<file path="src/sv/frd_pkg.sv">
package frd_pkg;

    localparam int TS_W   = 32;
    localparam int RATE_W = 6;
    localparam int TAG_W  = 5;
    localparam int MEAS_W = 16;
    localparam int SKIP_W = 16;
    localparam int ADJ_W  = 2;

    localparam logic [TS_W-1:0]   WINDOW_MS   = 32'd4000;
    localparam logic [ADJ_W-1:0]  MAX_ADJUSTS = 2'd2;
    localparam logic [9:0]        MS_PER_S    = 10'd1000;

    localparam logic [RATE_W-1:0] RESET_REQ   = 6'd30;
    localparam logic [RATE_W-1:0] RESET_TIER  = 6'd30;
    localparam logic [MEAS_W-1:0] RESET_SRC   = 16'd30;
    localparam logic [TAG_W-1:0]  RESET_TAG   = 5'd30;

    // shared divider geometry: 42-bit dividend covers frames * 1000
    localparam int DIV_NW = 42;
    localparam int DIV_DW = 32;
    localparam int DIV_CW = 6;

    localparam logic [DIV_CW-1:0] MEAS_STEPS = 6'd42;
    localparam logic [DIV_CW-1:0] RULE_STEPS = 6'd18;
    localparam logic [DIV_CW-1:0] MOD_STEPS  = 6'd32;

    typedef enum logic [2:0] {
        ST_IDLE,
        ST_CHECK,
        ST_MEAS_DIV,
        ST_RULE,
        ST_RULE_DIV,
        ST_MOD_LOAD,
        ST_MOD_DIV
    } frd_state_t;

    typedef struct packed {
        logic              start;
        logic [DIV_CW-1:0] steps;
    } frd_div_req_t;

    typedef struct packed {
        logic              keep_frame;
        logic [TAG_W-1:0]  reported_rate;
        logic [MEAS_W-1:0] measured_rate;
    } frd_result_t;

    function automatic logic [TAG_W-1:0] rate_ladder(input logic [MEAS_W-1:0] t);
        logic [TAG_W-1:0] r;
        begin
            if (t > 16'd25)      r = 5'd30;
            else if (t > 16'd20) r = 5'd25;
            else if (t > 16'd15) r = 5'd20;
            else if (t > 16'd10) r = 5'd15;
            else if (t > 16'd5)  r = 5'd10;
            else if (t > 16'd1)  r = 5'd5;
            else                 r = 5'd1;
            return r;
        end
    endfunction

    function automatic logic [RATE_W-1:0] rate_tier(input logic [RATE_W-1:0] req);
        logic [RATE_W-1:0] r;
        begin
            if (req <= 6'd1)       r = 6'd1;
            else if (req <= 6'd5)  r = 6'd5;
            else if (req <= 6'd10) r = 6'd10;
            else if (req <= 6'd15) r = 6'd15;
            else                   r = 6'd30;
            return r;
        end
    endfunction

endpackage

</file>
<file path="src/sv/frd_ifs.sv">
interface frd_frame_if import frd_pkg::*; ();
    logic            valid;
    logic            ready;
    logic [TS_W-1:0] arrival_time;

    modport source (output valid, output arrival_time, input ready);
    modport sink   (input valid, input arrival_time, output ready);
endinterface

interface frd_cfg_if import frd_pkg::*; ();
    logic              valid;
    logic              ready;
    logic [RATE_W-1:0] requested_rate;

    modport source (output valid, output requested_rate, input ready);
    modport sink   (input valid, input requested_rate, output ready);
endinterface

interface frd_result_if import frd_pkg::*; ();
    logic              valid;
    logic              ready;
    logic              keep_frame;
    logic [TAG_W-1:0]  reported_rate;
    logic [MEAS_W-1:0] measured_rate;

    modport source (output valid, output keep_frame, output reported_rate,
                    output measured_rate, input ready);
    modport sink   (input valid, input keep_frame, input reported_rate,
                    input measured_rate, output ready);
endinterface

</file>
<file path="src/sv/frame_rate_decimator_top.sv">
// Frame rate decimator: one transfer on the frame channel per arriving frame,
// carrying its millisecond timestamp; one transfer on the result channel per
// frame, telling whether to keep it, the rate tag and the measured source rate.
// The cfg channel writes the requested rate (1..60 fps); the rate rule is
// re-evaluated on each write, which keeps the block busy until the rule is settled.
// An ordinary frame runs only the keep decision; a frame that closes a
// 4000 ms measuring window runs the measurement and the rule before it, the
// rule with its division only when needed. The measurement runs a 42-step
// division, the rule an 18-step division and the keep decision a 32-step
// remainder, all on one bit-per-cycle divider.
// The block takes no new frame before the last one is done; frame.ready is low
// while the sequencer works and cfg wins over a frame offered in idle.
// Reset clears the window, the tier (30), the skip count (1), the frame index
// and all valid flags; the result register comes up empty.
// When the receiver stalls, the pending result is held in the output register;
// the next frame may still be taken and computed, and its result waits inside
// the block until the output register drains.
module frame_rate_decimator_top import frd_pkg::*;
(
    input  logic          clk,
    input  logic          rst_n,
    frd_frame_if.sink     frame,
    frd_cfg_if.sink       cfg,
    frd_result_if.source  result
);

    logic              idle;
    logic              frame_fire;
    logic              cfg_fire;
    logic              res_valid;
    logic              res_hold;
    frd_result_t       res_data;
    frd_div_req_t      div_req;
    logic [DIV_NW-1:0] div_dividend;
    logic [DIV_DW-1:0] div_divisor;
    logic              div_done;
    logic [DIV_NW-1:0] div_quot;
    logic [DIV_DW-1:0] div_rem;

    logic              out_valid_reg, out_valid_next;
    frd_result_t       out_data_reg, out_data_next;

    // cfg transfers take priority; frames wait while a write is offered
    assign cfg.ready   = idle;
    assign frame.ready = idle && !cfg.valid;
    assign cfg_fire    = cfg.valid && cfg.ready;
    assign frame_fire  = frame.valid && frame.ready;

    // hold the finished result inside while the output register is stalled
    assign res_hold = out_valid_reg && !result.ready;

    frd_ctrl u_ctrl
    (
        .clk          (clk),
        .rst_n        (rst_n),
        .frame_fire   (frame_fire),
        .arrival_time (frame.arrival_time),
        .cfg_fire     (cfg_fire),
        .cfg_data     (cfg.requested_rate),
        .idle         (idle),
        .res_valid    (res_valid),
        .res_hold     (res_hold),
        .res_data     (res_data),
        .div_req      (div_req),
        .div_dividend (div_dividend),
        .div_divisor  (div_divisor),
        .div_done     (div_done),
        .div_quot     (div_quot),
        .div_rem      (div_rem)
    );

    frd_div u_div
    (
        .clk       (clk),
        .rst_n     (rst_n),
        .req       (div_req),
        .dividend  (div_dividend),
        .divisor   (div_divisor),
        .done      (div_done),
        .quotient  (div_quot),
        .remainder (div_rem)
    );

    // output register: load a new result, drop the old one once taken
    always_comb
    begin
        out_valid_next = out_valid_reg;
        out_data_next  = out_data_reg;
        if (res_valid)
        begin
            out_valid_next = 1'b1;
            out_data_next  = res_data;
        end
        else if (result.ready)
        begin
            out_valid_next = 1'b0;
        end
    end

    always_ff @(posedge clk or negedge rst_n)
    begin
        if (!rst_n)
        begin
            out_valid_reg <= 1'b0;
        end
        else
        begin
            out_valid_reg <= out_valid_next;
        end
    end

    always_ff @(posedge clk)
    begin
        out_data_reg <= out_data_next;
    end

    assign result.valid         = out_valid_reg;
    assign result.keep_frame    = out_data_reg.keep_frame;
    assign result.reported_rate = out_data_reg.reported_rate;
    assign result.measured_rate = out_data_reg.measured_rate;

endmodule

</file>
<file path="src/sv/frd_div.sv">
module frd_div import frd_pkg::*;
(
    input  logic               clk,
    input  logic               rst_n,
    input  frd_div_req_t       req,
    input  logic [DIV_NW-1:0]  dividend,
    input  logic [DIV_DW-1:0]  divisor,
    output logic               done,
    output logic [DIV_NW-1:0]  quotient,
    output logic [DIV_DW-1:0]  remainder
);

    logic [DIV_NW-1:0] dq_reg, dq_next;
    logic [DIV_DW-1:0] rem_reg, rem_next;
    logic [DIV_DW-1:0] den_reg, den_next;
    logic [DIV_CW-1:0] cnt_reg, cnt_next;
    logic              done_reg, done_next;

    logic [DIV_DW:0]   trial;
    logic [DIV_DW:0]   diff;
    logic              fits;

    // one restoring step per cycle; the dividend arrives left-aligned
    assign trial = {rem_reg, dq_reg[DIV_NW-1]};
    assign diff  = trial - {1'b0, den_reg};
    assign fits  = (trial >= {1'b0, den_reg});

    always_comb
    begin
        dq_next   = dq_reg;
        rem_next  = rem_reg;
        den_next  = den_reg;
        cnt_next  = cnt_reg;
        done_next = done_reg;
        if (req.start)
        begin
            dq_next   = dividend;
            rem_next  = '0;
            den_next  = divisor;
            cnt_next  = req.steps;
            done_next = 1'b0;
        end
        else if (cnt_reg != '0)
        begin
            rem_next = fits ? diff[DIV_DW-1:0] : trial[DIV_DW-1:0];
            dq_next  = {dq_reg[DIV_NW-2:0], fits};
            cnt_next = cnt_reg - 1'b1;
            if (cnt_reg == DIV_CW'(1))
            begin
                done_next = 1'b1;
            end
        end
    end

    always_ff @(posedge clk or negedge rst_n)
    begin
        if (!rst_n)
        begin
            cnt_reg  <= '0;
            done_reg <= 1'b0;
        end
        else
        begin
            cnt_reg  <= cnt_next;
            done_reg <= done_next;
        end
    end

    always_ff @(posedge clk)
    begin
        dq_reg  <= dq_next;
        rem_reg <= rem_next;
        den_reg <= den_next;
    end

    assign done      = done_reg;
    assign quotient  = dq_reg;
    assign remainder = rem_reg;

endmodule

</file>
<file path="src/sv/frd_ctrl.sv">
module frd_ctrl import frd_pkg::*;
(
    input  logic              clk,
    input  logic              rst_n,
    input  logic              frame_fire,
    input  logic [TS_W-1:0]   arrival_time,
    input  logic              cfg_fire,
    input  logic [RATE_W-1:0] cfg_data,
    output logic              idle,
    output logic              res_valid,
    input  logic              res_hold,
    output frd_result_t       res_data,
    output frd_div_req_t      div_req,
    output logic [DIV_NW-1:0] div_dividend,
    output logic [DIV_DW-1:0] div_divisor,
    input  logic              div_done,
    input  logic [DIV_NW-1:0] div_quot,
    input  logic [DIV_DW-1:0] div_rem
);

    frd_state_t        state_reg, state_next;
    logic [TS_W-1:0]   win_start_reg, win_start_next;
    logic [TS_W-1:0]   frames_reg, frames_next;
    logic [MEAS_W-1:0] source_reg, source_next;
    logic [ADJ_W-1:0]  adjust_reg, adjust_next;
    logic [RATE_W-1:0] tier_reg, tier_next;
    logic [SKIP_W-1:0] skip_reg, skip_next;
    logic [TS_W-1:0]   index_reg, index_next;
    logic [TAG_W-1:0]  tag_reg, tag_next;
    logic              from_step_reg, from_step_next;
    logic [TS_W-1:0]   now_reg, now_next;
    logic [RATE_W-1:0] rule_req_reg, rule_req_next;

    logic [TS_W-1:0]   duration;
    logic [DIV_NW-1:0] product;
    logic [RATE_W-1:0] rule_den;
    logic [RATE_W-1:0] rule_tier;
    logic [17:0]       rule_num;
    logic [SKIP_W-1:0] rule_quot;

    assign duration  = now_reg - win_start_reg;
    assign product   = DIV_NW'(frames_reg) * DIV_NW'(MS_PER_S);
    assign rule_den  = (rule_req_reg == '0) ? RATE_W'(1) : rule_req_reg;
    assign rule_tier = rate_tier(rule_req_reg);
    assign rule_num  = {1'b0, source_reg, 1'b0} + 18'(rule_den);
    assign rule_quot = div_quot[SKIP_W-1:0];

    always_comb
    begin
        state_next     = state_reg;
        win_start_next = win_start_reg;
        frames_next    = frames_reg;
        source_next    = source_reg;
        adjust_next    = adjust_reg;
        tier_next      = tier_reg;
        skip_next      = skip_reg;
        index_next     = index_reg;
        tag_next       = tag_reg;
        from_step_next = from_step_reg;
        now_next       = now_reg;
        rule_req_next  = rule_req_reg;
        div_req.start  = 1'b0;
        div_req.steps  = MOD_STEPS;
        div_dividend   = {index_reg, {(DIV_NW-TS_W){1'b0}}};
        div_divisor    = DIV_DW'(skip_reg);
        res_valid      = 1'b0;
        res_data.keep_frame    = (div_rem == '0);
        res_data.reported_rate = tag_reg;
        res_data.measured_rate = source_reg;

        case (state_reg)
            ST_IDLE:
            begin
                if (cfg_fire)
                begin
                    rule_req_next  = cfg_data;
                    from_step_next = 1'b0;
                    state_next     = ST_RULE;
                end
                else if (frame_fire)
                begin
                    now_next    = arrival_time;
                    frames_next = frames_reg + 1'b1;
                    if (win_start_reg == '0)
                    begin
                        win_start_next = arrival_time;
                    end
                    state_next = ST_CHECK;
                end
            end
            ST_CHECK:
            begin
                if (duration >= WINDOW_MS && adjust_reg < MAX_ADJUSTS)
                begin
                    div_req.start  = 1'b1;
                    div_req.steps  = MEAS_STEPS;
                    div_dividend   = product;
                    div_divisor    = duration;
                    frames_next    = '0;
                    win_start_next = now_reg;
                    adjust_next    = adjust_reg + 1'b1;
                    state_next     = ST_MEAS_DIV;
                end
                else
                begin
                    state_next = ST_MOD_LOAD;
                end
            end
            ST_MEAS_DIV:
            begin
                if (div_done)
                begin
                    source_next    = div_quot[MEAS_W-1:0];
                    rule_req_next  = tier_reg;
                    from_step_next = 1'b1;
                    state_next     = ST_RULE;
                end
            end
            ST_RULE:
            begin
                tier_next = rule_tier;
                if (MEAS_W'(rule_tier) >= source_reg)
                begin
                    skip_next  = SKIP_W'(1);
                    tag_next   = rate_ladder(source_reg);
                    state_next = from_step_reg ? ST_MOD_LOAD : ST_IDLE;
                end
                else
                begin
                    tag_next      = rule_tier[TAG_W-1:0];
                    div_req.start = 1'b1;
                    div_req.steps = RULE_STEPS;
                    div_dividend  = {rule_num, {(DIV_NW-18){1'b0}}};
                    div_divisor   = DIV_DW'({rule_den, 1'b0});
                    state_next    = ST_RULE_DIV;
                end
            end
            ST_RULE_DIV:
            begin
                if (div_done)
                begin
                    // a skip that truncates to zero saturates to one
                    skip_next  = (rule_quot == '0) ? SKIP_W'(1) : rule_quot;
                    state_next = from_step_reg ? ST_MOD_LOAD : ST_IDLE;
                end
            end
            ST_MOD_LOAD:
            begin
                div_req.start = 1'b1;
                state_next    = ST_MOD_DIV;
            end
            ST_MOD_DIV:
            begin
                if (div_done && !res_hold)
                begin
                    res_valid  = 1'b1;
                    index_next = index_reg + 1'b1;
                    state_next = ST_IDLE;
                end
            end
            default:
            begin
                state_next = ST_IDLE;
            end
        endcase
    end

    always_ff @(posedge clk or negedge rst_n)
    begin
        if (!rst_n)
        begin
            state_reg     <= ST_IDLE;
            win_start_reg <= '0;
            frames_reg    <= '0;
            source_reg    <= RESET_SRC;
            adjust_reg    <= '0;
            tier_reg      <= RESET_TIER;
            skip_reg      <= SKIP_W'(1);
            index_reg     <= '0;
            tag_reg       <= RESET_TAG;
            from_step_reg <= 1'b0;
        end
        else
        begin
            state_reg     <= state_next;
            win_start_reg <= win_start_next;
            frames_reg    <= frames_next;
            source_reg    <= source_next;
            adjust_reg    <= adjust_next;
            tier_reg      <= tier_next;
            skip_reg      <= skip_next;
            index_reg     <= index_next;
            tag_reg       <= tag_next;
            from_step_reg <= from_step_next;
        end
    end

    always_ff @(posedge clk)
    begin
        now_reg      <= now_next;
        rule_req_reg <= rule_req_next;
    end

    assign idle = (state_reg == ST_IDLE);

endmodule

</file>
<file path="src/flat_wrapper.sv">
// flat-port wrapper written by rule: the top's interface ports become plain ports
module frame_rate_decimator_top_flat import frd_pkg::*;
  (clk, rst_n, frame_valid, frame_arrival_time, frame_ready, cfg_valid, cfg_requested_rate, cfg_ready, result_valid, result_keep_frame, result_reported_rate, result_measured_rate, result_ready);
  frd_frame_if frame_i ();
  frd_cfg_if cfg_i ();
  frd_result_if result_i ();
  input  logic clk;
  input  logic rst_n;
  input wire logic [$bits(frame_i.valid)-1:0] frame_valid;
  input wire logic [$bits(frame_i.arrival_time)-1:0] frame_arrival_time;
  output wire logic [$bits(frame_i.ready)-1:0] frame_ready;
  input wire logic [$bits(cfg_i.valid)-1:0] cfg_valid;
  input wire logic [$bits(cfg_i.requested_rate)-1:0] cfg_requested_rate;
  output wire logic [$bits(cfg_i.ready)-1:0] cfg_ready;
  output wire logic [$bits(result_i.valid)-1:0] result_valid;
  output wire logic [$bits(result_i.keep_frame)-1:0] result_keep_frame;
  output wire logic [$bits(result_i.reported_rate)-1:0] result_reported_rate;
  output wire logic [$bits(result_i.measured_rate)-1:0] result_measured_rate;
  input wire logic [$bits(result_i.ready)-1:0] result_ready;
  assign frame_i.valid = frame_valid;
  assign frame_i.arrival_time = frame_arrival_time;
  assign frame_ready = frame_i.ready;
  assign cfg_i.valid = cfg_valid;
  assign cfg_i.requested_rate = cfg_requested_rate;
  assign cfg_ready = cfg_i.ready;
  assign result_valid = result_i.valid;
  assign result_keep_frame = result_i.keep_frame;
  assign result_reported_rate = result_i.reported_rate;
  assign result_measured_rate = result_i.measured_rate;
  assign result_i.ready = result_ready;
  frame_rate_decimator_top u_core (.clk(clk), .rst_n(rst_n), .frame(frame_i), .cfg(cfg_i), .result(result_i));
endmodule
</file>
<file path="config.mk">
export PLATFORM = sky130hd
export DESIGN_NAME = frame_rate_decimator_top_flat
export DESIGN_NICKNAME = d
export VERILOG_FILES = /design/src/sv/frd_pkg.sv /design/src/sv/frd_ifs.sv /design/src/sv/frame_rate_decimator_top.sv /design/src/sv/frd_div.sv /design/src/sv/frd_ctrl.sv /design/src/flat_wrapper.sv
export SDC_FILE = /design/constraint.sdc
export NUM_CORES = 1
export LEC_CHECK = 0
export ABC_AREA = 1
export BUFFER_PORTS_ARGS = -buffer_cell sky130_fd_sc_hd__buf_4
export CAP_MARGIN = 20
export CORE_ASPECT_RATIO = 0.9
export CORE_MARGIN = 3
export CORE_UTILIZATION = 36
export DETAILED_ROUTE_END_ITERATION = 7
export GPL_ROUTABILITY_DRIVEN = 1
export SYNTH_ARGS = -nofsm -noshare
export SYNTH_HDL_FRONTEND = slang
export SYNTH_SLANG_ARGS = --single-unit
</file>
<file path="constraint.sdc">
create_clock -name clk -period 5 [get_ports clk]
set_input_delay 0.5 -clock clk [delete_from_list [all_inputs] [get_ports clk]]
set_output_delay 0.5 -clock clk [all_outputs]
set_load 0.01 [all_outputs]
</file>
# --- Yosys cells after proc, flatten, opt, wreduce, memory -nomap -nowiden ---
# Index checks and enable logic that the tools add are counted.
op_classes:
  n_addsub: 7
  order_cmp: 14
  bitwise_logic: 1
  mux: 62
  shift: 0
  multipliers: 1
  div: 0
  n_reduce_logical: 31
  eq_ne: 17
ops:
  columns: ["cell", "n"]
  rows:
  - ["$mux 32", 9]
  - ["$pmux 32 s2", 3]
  - ["$mux 42", 4]
  - ["$pmux 42 s2", 1]
  - ["$add 32x1->32 const B", 2]
  - ["$logic_not 32->1", 2]
  - ["$mux 16", 4]
  - ["$sub 32x32->32", 2]
  - ["$mul 32x7->39 const B", 1]
  - ["$mux 6", 6]
  - ["$mux 5", 7]
  - ["$ge 33x32->1", 1]
  - ["$ge 32x12->1 const B", 1]
  - ["$gt 16x4->1 const B", 2]
  - ["$gt 16x5->1 const B", 2]
  - ["$pmux 16 s2", 1]
  - ["$mux 3", 9]
  - ["$pmux 6 s2", 2]
  - ["$pmux 3 s7", 1]
  - ["$add 17x6->18", 1]
  - ["$ne 2x2->1 const B", 9]
  - ["$ge 6x16->1", 1]
  - ["$gt 16x1->1 const B", 1]
  - ["$gt 16x3->1 const B", 1]
  - ["28 further kinds", 60]
word_totals:
  latchBits: 0
  register_bits: 319
  mem_bits_ro: 0
  elab_cells: 154
  memories: 0
  inputBits: 43
  mem_bits_rw: 0

# --- Longest topological paths before layout ---
# Gate-level depths: netlist of run 1.
logic_depth:
  word_depth: 10
  ltp_mapped: 27

# --- Cells and area by module ---
# Synthesis of run 1 repeated with hierarchy kept, for this count alone.
unflattened:
  cells_unflattened: 3587
  area_unflattened_um2: 26282.7
by_module_without_submodules:
  columns: ["module", "seq_area_each_um2", "cells_each", "area_per_inst_um2", "n_inst"]
  rows:
  - ["frd_ctrl", 4734.5, 2540, 18220.0, 1]
  - ["frd_div", 3037.9, 1012, 7327.0, 1]
  - ["frame_rate_decimator_top", 685.7, 35, 735.7, 1]

# --- Worst setup path after synthesis of run 1 ---
# No wires, ideal clock.
synth_path:
  path_kind: "reg2reg"
  start: "reg u_core.u_ctrl.frames_reg[0]"
  end: "reg u_core.u_div.dq_reg[38] (netlist: u_core.u_div.quotient[38]), data pin"
  path_stages_with_launch: 21
  required_time_ps: 4747
  synth_period_minus_slack_ps: 4529
  t_arrival_ps: 4276
  path_slack_ps: 471
  path_buffers: 0
  path_cell_list: "dfrtp_1 -> fa_1 -> fa_1 -> inv_1 -> fa_1 -> fa_1 -> inv_1 -> ha_1 -> a21oi_1 -> nand2_1 -> a21oi_1 -> o21ai_0 -> nand2_1 -> nand2_1 -> nand3_1 -> nand2_1 -> xor2_1 -> nand4_1 -> nand3_1 -> nor2_1 -> nor2_1"
synth_between:
  elab_chain_cells: 4
synth_lines:
  columns: ["item", "line", "text"]
  rows:
  - ["from (decl)", "frd_ctrl.sv:23", "logic [TS_W-1:0] frames_reg, frames_next;"]
  - ["from (signal assigned)", "frd_ctrl.sv:187", "frames_reg <= frames_next;"]
  - ["$mul 32x7->39", "frd_ctrl.sv:42", "assign product = DIV_NW'(frames_reg) * DIV_NW'(MS_PER_S);"]
  - ["$mux 42", "frd_ctrl.sv:93", "if (duration >= WINDOW_MS && adjust_reg < MAX_ADJUSTS)"]
  - ["$pmux 42 s2", "frd_ctrl.sv:71", "case (state_reg)"]
  - ["$mux 42", "frd_div.sv:35", "if (req.start)"]
  - ["net u_core.u_div.dq_next[38]", "frd_div.sv:13", "logic [DIV_NW-1:0] dq_reg, dq_next;"]
  - ["to (signal assigned)", "frd_div.sv:71", "dq_reg <= dq_next;"]
  - ["to (decl)", "frd_div.sv:13", null]
# The timed path passes the listed nets, and every way through them passes these cells.
# A chain may end at the register's enable or synchronous reset.

# --- Worst setup path after layout of run 1 ---
layout_path:
  start: "reg u_core.u_ctrl.frames_reg[23]"
  end: "reg u_core.u_div.dq_reg[40] (netlist: u_core.u_div.quotient[40]), data pin"
# Same word-level chain as after synthesis.

==> results.txt, run 1 <==
- Gpl congestion: about 0.95
- Port buffer count: 67
* Count of state elements after synthesis: ~320
- Placed cell area: 27200 µm²
- Vertical die dimension: 258 µm
- RSZ-0062 raised after global routing: true
- CTS placed an instance of clkbuf_16 at the clock tree root.
* Number of rows in the core area: ~90
- Synthesis warning total: 0
* Critical Path AT: around 5 ns
* Share of the clock period used by the worst path: 0.965
* Post-route cell area: 29000 µm²
* Final worst path period need: slightly below 5 ns
- Number of vias after detailed routing: 22000
- The worst pin sits at a relative slew slack of 0.316.
- In this run, placement finished with an instance count of ~4300.
- Diode insertion count for antenna repair: 0
- The design draws about 16 mW.
- Crit end category: register
- In this run the critical register-to-register path is captured at u_core.u_div.quotient[40].
- Synthesis-to-layout area growth: 14.0%
* Floorplan Core Area: between 60000 and 70000 µm²
* Via count of the first global-routing pass: roughly 21000
- Syn nets: 3666
* Share of the yosys chip area belonging to registers: 0.333
- On the final layout, the worst hold slack is between 0.1 and 0.15 ns.
- For the worst setup path, the data required time is ~5.3 ns.
- The commonest cells after synthesis are nand2_1, inv_1, nor2_1.
* Highest fanout seen on the critical path: 6
* CTS tree: built
* Total power divided by cell area: 553 nW/µm²
- Number of design-rule violations left by the first detailed-router iteration: between 1500 and 2000
- The die is 286 µm wide.
- In this run the remaining antenna-violating nets after routing total 0.
- Sorting the synthesized cells by area gives the leading types as edfxtp_1, dfrtp_1, nand2_1.
* Number of buffers created by CTS: 38
* Clock transition at the register clock pins on the worst setup and hold paths after CTS: approximately 0.06 ns
* Clock Skews: roughly 0.041 ns
- Entering global routing, the biggest net connects around 100 pins.
- GR Overflow Total: 0
- Antenna violations before repair: 2
* Initial cell density of the core: 0.367
* Reg-to-reg setup timing slack: 0.17 ns
- Along the worst hold path, the cell count comes to 1.
- Post-route setup slack: 0.175 ns
* Predominant post-synthesis flop cell: dfrtp_1
- Placed wire-length estimate: 57.0 mm
* Post-synth EDFFs: 134
* Most instantiated library cell after synthesis: nand2_1
* Post-placement worst setup slack: -0.143 ns
- Final setup violation count: 0
- For this run, the post-layout net count is between 3000 and 4000.
* First-pass DRT Iterations: 6
- After detailed routing, the number of vias per cell comes to roughly 5.
- Level count of the clock H-tree: 2
* Clock insertion delay at the later pin of the skew report: 0.59 ns
- Sink Count: between 300 and 400
- Worst-case reg-to-reg path depth: 21
- Count of max-cap constraint violations: 0
- Static leakage power: 13.7 nW
- Counting along the longest clock path gives a buffer depth of 3.
- Most area-hungry cell type in the Yosys netlist: edfxtp_1
* Final number of hold-violating endpoints: 0
- Crit path launch type: register
- Startpoint of the tightest hold check path: frame_arrival_time[21]
- After the flow finishes, the layout carries non-filler instances totaling ~4400.
* Number of fill cells in the layout: between 7000 and 8000
- For this run, design rule violations remaining after detail routing come to 0.
- Number of distinct library cell variants in the gate-level netlist after synthesis: 56
* Ports: 68
* Start of the worst register-to-register path: u_core.u_ctrl.frames_reg[23]
* Share of cells above drive strength 1: 0.0983
* Fin Setup TNS: 0 ns
- For this run, the share of the core covered by cells in the final layout is 0.419.
- At the pin with the least slew margin, the transition time is 1.03 ns.
* Outcome: finished clean
* Max Clk Rate: around 210 MHz
- Worst vdd rail ir drop: roughly 300 µV
- The worst hold path belongs to the class input pin to register.
* Flip-flop count of the largest register after layout: between 40 and 50
* Synth Area per Inst: around 7.6 µm²
- Mapped Area: 25400 µm²
- For hold timing, the worst endpoint is u_core.u_ctrl.now_reg[21].
- The worst setup path is of the register to register kind.
- Overall fraction of global-route tracks in use: 0.197
* Post-synth top area share: 0.158
- Async set-or-reset flop fraction in the synthesized netlist: 0.476
- The first global-routing pass estimated 116 mm of wire.
- Die Area: around 74000 µm²
- After detailed routing, the average wire length per cell comes to between 15 and 20 µm.
- Synthesis produced 3342 cells.
* Number of pins exceeding their max-slew limit in the final report: 0
- For this block, the routed nets add up to 73.0 mm of wire.
critical path, stage by stage, from the launching register on:
cell and delay, ns:
dfrtp_2 0.45, inv_4 0.12, fa_1 0.46, fa_1 0.53
inv_1 0.06, fa_1 0.49, inv_1 0.05, fa_1 0.50
inv_1 0.05, ha_2 0.38, nand2_1 0.10, nor2_2 0.14
inv_1 0.09, nor3_2 0.25, nand4_1 0.20, nand3_1 0.15
xor2_1 0.17, inv_1 0.06, nand4_1 0.13, nand2_1 0.07
inv_1 0.06, a21oi_1 0.05
worst max path at each step:
stage | from | endpoint | slack, ns | cells past startpoint
floorplan | u_core.u_ctrl.frames_reg[0] | u_core.u_div.quotient[38] | 0.47 | 20
finish | u_core.u_ctrl.frames_reg[23] | u_core.u_div.quotient[40] | 0.17 | 21
global placement | u_core.u_ctrl.frames_reg[23] | u_core.u_div.quotient[40] | -0.12 | 21
global route | u_core.u_ctrl.frames_reg[5] | u_core.u_div.quotient[33] | -0.04 | 22
detailed placement | u_core.u_ctrl.frames_reg[23] | u_core.u_div.quotient[40] | -0.14 | 21
CTS | u_core.u_ctrl.frames_reg[5] | u_core.u_div.quotient[29] | 0.008 | 20
metal layers:
metal | vias to the layer above | part of all wire | global-route usage
met2 | 533 | 0.43 | 0.301
met5 | - | 0.00014 | 0
met4 | 2 | 0.025 | 0.0547
met3 | 110 | 0.058 | 0.0313
li1 | 11000 | - | -
met1 | 10300 | 0.49 | 0.288
kinds of logic after synthesis:
group,count (synthesis),share of synthesized area
buf+inv,674,0.103
xor+xnor,114,0.0393
simple gates,1502,0.250
fa+ha+maj,281,0.174
flops,317,0.333
mux,1,0.000443
compound gates,453,0.100
power breakdown:
group | internal (mW) | leakage, nW | switching (mW)
Combinational | 2.97 | 9.55 | 5.54
Clock | 1.91 | 0.678 | 1.22
Sequential | 3.78 | 3.52 | 0.604
Total | 8.66 | 13.7 | 7.36
cell usage in the layout (no fill, tap or decap), types with 31 or more instances in the layout:
cell	n
nand2_1	880
inv_1	567
nor2_1	237
nand3_1	186
o21ai_0	153
ha_1	146
buf_4	134
edfxtp_1	134
dfrtp_1	131
a21oi_1	124
fa_1	121
xor2_1	73
o21ai_1	64
nand4_1	61
xnor2_1	39
clkbuf_16	39
o211ai_1	36
nor4_1	33
dfxtp_1	32
nor3_1	31
layout make-up:
cell class	instances	area, µm²	area share
tap	930	1160	0.0401
timing repair buffer	141	1110	0.0384
multi-input combinational	2351	14600	0.502
sequential	317	8470	0.292
inverter	600	2280	0.0786
clock buffer	43	991	0.0342
clock inverter	27	410	0.0142
repair_timing:
| item | CTS | global route |
|---|---|---|
| setup endpoints to repair | 2 | 22 |
| resized for setup | 5 | 88 |
| pin swaps | 0 | 17 |
| cloned | 0 | 0 |
| hold buffers | 1 | 0 |
| hold endpoints to repair | 49 | 0 |
| buffers inserted | 0 | 14 |
No activity file was read; power rests on OpenSTA's default activity.
==> inputs of run 2 (changes only) <==
- ABC_AREA: 1 -> default
==> results.txt, run 2 <==
* Library cell used as clock root buffer: clkbuf_16
- By startpoint and endpoint, the worst setup path is classified as register to register.
- Placed wire-length estimate: 48.4 mm (-15%)
* Number of rows in the core area: 87 (-4.4%)
* Count of max-cap constraint violations: 0 (unchanged)
* Post-placement worst setup slack: -0.251 ns (-0.108 ns)
* Number of fill cells in the layout: 5978 (-16%)
* Final routed DRC violation total: 0 (unchanged)
* Vertical die dimension: 247 µm (-4.4%)
- The maximum resistive drop on vdd was 194 µV (-35%).
- The per-cell routed wire length came to 18.3 µm (+11%).
* First-pass DRT Iterations: 6 (unchanged)
* Max Clk Rate: 195 MHz (-6.1%)
* Gpl congestion: 0.900 (-5.6%)
- Number of design-rule violations left by the first detailed-router iteration: 1449 (-7.3%)
- The post-synthesis average cell area came to 9.73 µm² (+28%).
* Ports: 68 (unchanged)
- The sum of overflow across all layers after global routing came to 0 (unchanged).
- Final worst path period need: 5.14 ns (+0.314 ns)
- Post-synth top area share: 0.174 (+0.0154)
- Commonest cells post-synth: inv_1, nor2_1, nand2_1
- The transition at the pin with the smallest max-transition slack is 0.787 ns (-0.240 ns).
* Static leakage power: 12.3 nW (-11%)
- Async set-or-reset flop fraction in the synthesized netlist: 0.476 (unchanged)
- Synth area leaders: edfxtp_1, dfrtp_1, fa_1
- The core utilization of the finished layout is 0.438 (+0.0194).
- In the synthesized netlist the dominant register cell turns out to be dfrtp_1.
- The final number of setup-violating endpoints is 6 (+6).
- The horizontal extent of the die came to 273 µm (-4.4%).
- The pin count of the biggest net entering global routing was 72 (-30%).
- Nets: 2917 (-23%)
- Antenna violations before repair: 5 (+3)
* Class of the worst hold path: input pin to register
- The number of global-route vias before repair is 18300 (-13%).
- Setup repair after global routing could not meet its margin everywhere.
* Flip-flop count of the largest register after layout: 42 (unchanged)
* Initial cell density of the core: 0.367 (about the same)
* Die Area: 67400 µm² (-8.7%)
- Fin Setup TNS: -0.402 ns (-0.402 ns)
- Floorplan Core Area: 63100 µm² (-8.8%)
- Share of the clock period used by the worst path: 1.03 (+0.0628)
* Count of state elements after synthesis: 317 (unchanged)
- The portion of the post-synthesis area used by sequential elements was 0.365 (+0.0324).
- The required time of the critical path is 5.28 ns (-0.04 ns).
* Final number of hold-violating endpoints: 0 (unchanged)
* Critical Path AT: 5.42 ns (+0.27 ns)
* Number of distinct library cell variants in the gate-level netlist after synthesis: 83 (+48%)
* Sequential cell area: 8460 µm² (-0.12%)
* Number of buffers on the longest clock path: 3 (unchanged)
* Outcome: finished, violations left
- Vias per cell: 5.30 (+6.3%)
- The library cell used most frequently in the layout, excluding fill and tap cells, is inv_1.
* Antenna viol nets, final: 0 (unchanged)
* Clock Skews: 0.0200 ns (-0.0212 ns)
* Synthesis-to-layout area growth: 19.4%
- The count of flip-flops with a built-in enable after synthesis is 134 (unchanged).
- Footprint of the multi-input gates: 14000 µm² (-4.1%)
- The count of buffers from port buffering was 67 (unchanged).
- Share of cells above drive strength 1: 0.177 (+0.0789)
- Synthesized instance count: 2380 (-29%)
* CTS tree: built
- The total global routing track utilization is 0.187 (-0.0102).
- Global-route wire length before repair: 101 mm (-13%)
- The number of slew-limit violations in the final report is 0 (unchanged).
* Syn nets: 2704 (-26%)
* Crit end category: register
- The final reports fail on setup timing.
- Number of vias after detailed routing: 18400 (-16%)
- The largest fanout of any net on the critical path came to 3 (-3).
* Most instantiated library cell after synthesis: inv_1
- The number of warnings issued by yosys was 0 (unchanged).
- The depth of the CTS H-tree came to 2 (unchanged).
- The post-CTS clock slew at the launch and capture registers of the worst setup and hold paths was 0.06 ns (about the same).
* Mapped Area: 23200 µm² (-8.9%)
- Crit path launch type: register
* Total power divided by cell area: 248 nW/µm² (-55%)
* DRT Wirelength: 63.6 mm (-13%)
- Clock insertion delay at the later pin of the skew report: 0.56 ns (-0.03 ns)
- The headroom to the max-slew limit is 0.474 (+0.158).
- The synthesized design spends more area on one cell type than any other, namely edfxtp_1.
- Post-route setup slack: -0.139 ns (-0.314 ns)
- The top cell types in the final layout, fill and taps aside, are inv_1, buf_4, nand2_1, nor2_1, ha_1.
- The total number of clock tree sinks came to 317 (unchanged).
- The total CTS buffers was 39 (+2.6%).
[run 2: logic make-up after synthesis]
| kind of cell | synth area share |
|---|---|
| compound gates | 0.155 |
| xor+xnor | 0.0594 |
| fa+ha+maj | 0.191 |
| buf+inv | 0.0572 |
| flops | 0.365 |
| mux | 0.0393 |
| simple gates | 0.133 |
[run 2: critical path, stage by stage, from the launching register on]
cell and delay, ns:
dfrtp_1 0.40, inv_2 0.06, fa_1 0.55, fa_1 0.43, fa_1 0.51, fa_1 0.57
inv_2 0.05, ha_4 0.15, or3_4 0.39, a211oi_4 0.18, or3_4 0.18, a31oi_4 0.12
a221oi_4 0.32, buf_4 0.16, nor2_2 0.04, o21a_1 0.19, nor2_2 0.16, xnor2_2 0.11
a22oi_1 0.19, a31oi_1 0.11
[run 2: where the power goes]
part | switching, mW | internal, mW
registers | 0.00330 | 2.70
clock network | 1.17 | 1.65
logic | 0.672 | 0.672
[run 2: final cells by class]
| class | count | share of cell area |
|---|---|---|
| Antenna cell | 2 | 0.000181 |
| Clock buffer | 48 | 0.0376 |
| Clock inverter | 24 | 0.00846 |
| Inverter | 271 | 0.0369 |
| Multi-Input combinational cell | 1722 | 0.505 |
| Sequential cell | 317 | 0.306 |
| Tap cell | 845 | 0.0382 |
| Timing Repair Buffer | 242 | 0.0682 |
[run 2: per-stage QoR]
step / instances / hold WS, ns / area, µm² / total power, mW
floorplan: 2380 / 0.204 / 23200 / 3.45
global placement: 3372 / 0.457 / 25700 / 3.84
detailed placement: 3372 / 0.457 / 25700 / 3.86
CTS: 3462 / 0.0968 / 27200 / 6.81
global route: 3469 / 0.107 / 27700 / 7.20
finish: 3471 / 0.134 / 27700 / 6.87
[run 2: worst paths after layout]
check                                            startpoint                              end  slack (ns)  cells after the start
worst max-delay path            u_core.u_ctrl.frames_reg[1]        u_core.u_div.quotient[31]       -0.14                     19
worst min-delay path                 frame_arrival_time[28]        u_core.u_ctrl.now_reg[28]        0.13                      1
worst max register to register  u_core.u_ctrl.frames_reg[1]        u_core.u_div.quotient[31]       -0.14                     19
worst min register to register    u_core.u_ctrl.skip_reg[0]        u_core.u_ctrl.skip_reg[0]        0.47                      2
max in group asynchronous                             rst_n  u_core.u_ctrl.win_start_reg[29]        3.30                      3
min in group asynchronous                             rst_n     u_core.u_ctrl.frames_reg[23]        0.52                      2
[run 2: timing repair]
action                                 in CTS  in global routing
gates resized for setup                    32                 71
pin swaps                                  36                 60
setup endpoints to repair                  11                 17
endpoints found under the hold margin      16                  0
hold buffers                                1                  0
setup buffers                              17                  9
[run 2: routing by layer]
layer | track usage | up-vias | routed length [µm]
met2 | 0.288 | 491 | 28100
met5 | 0 | - | 28
met3 | 0.0291 | 78 | 3680
met1 | 0.275 | 8996 | 30600
li1 | - | 8815 | -
met4 | 0.0447 | 4 | 1200
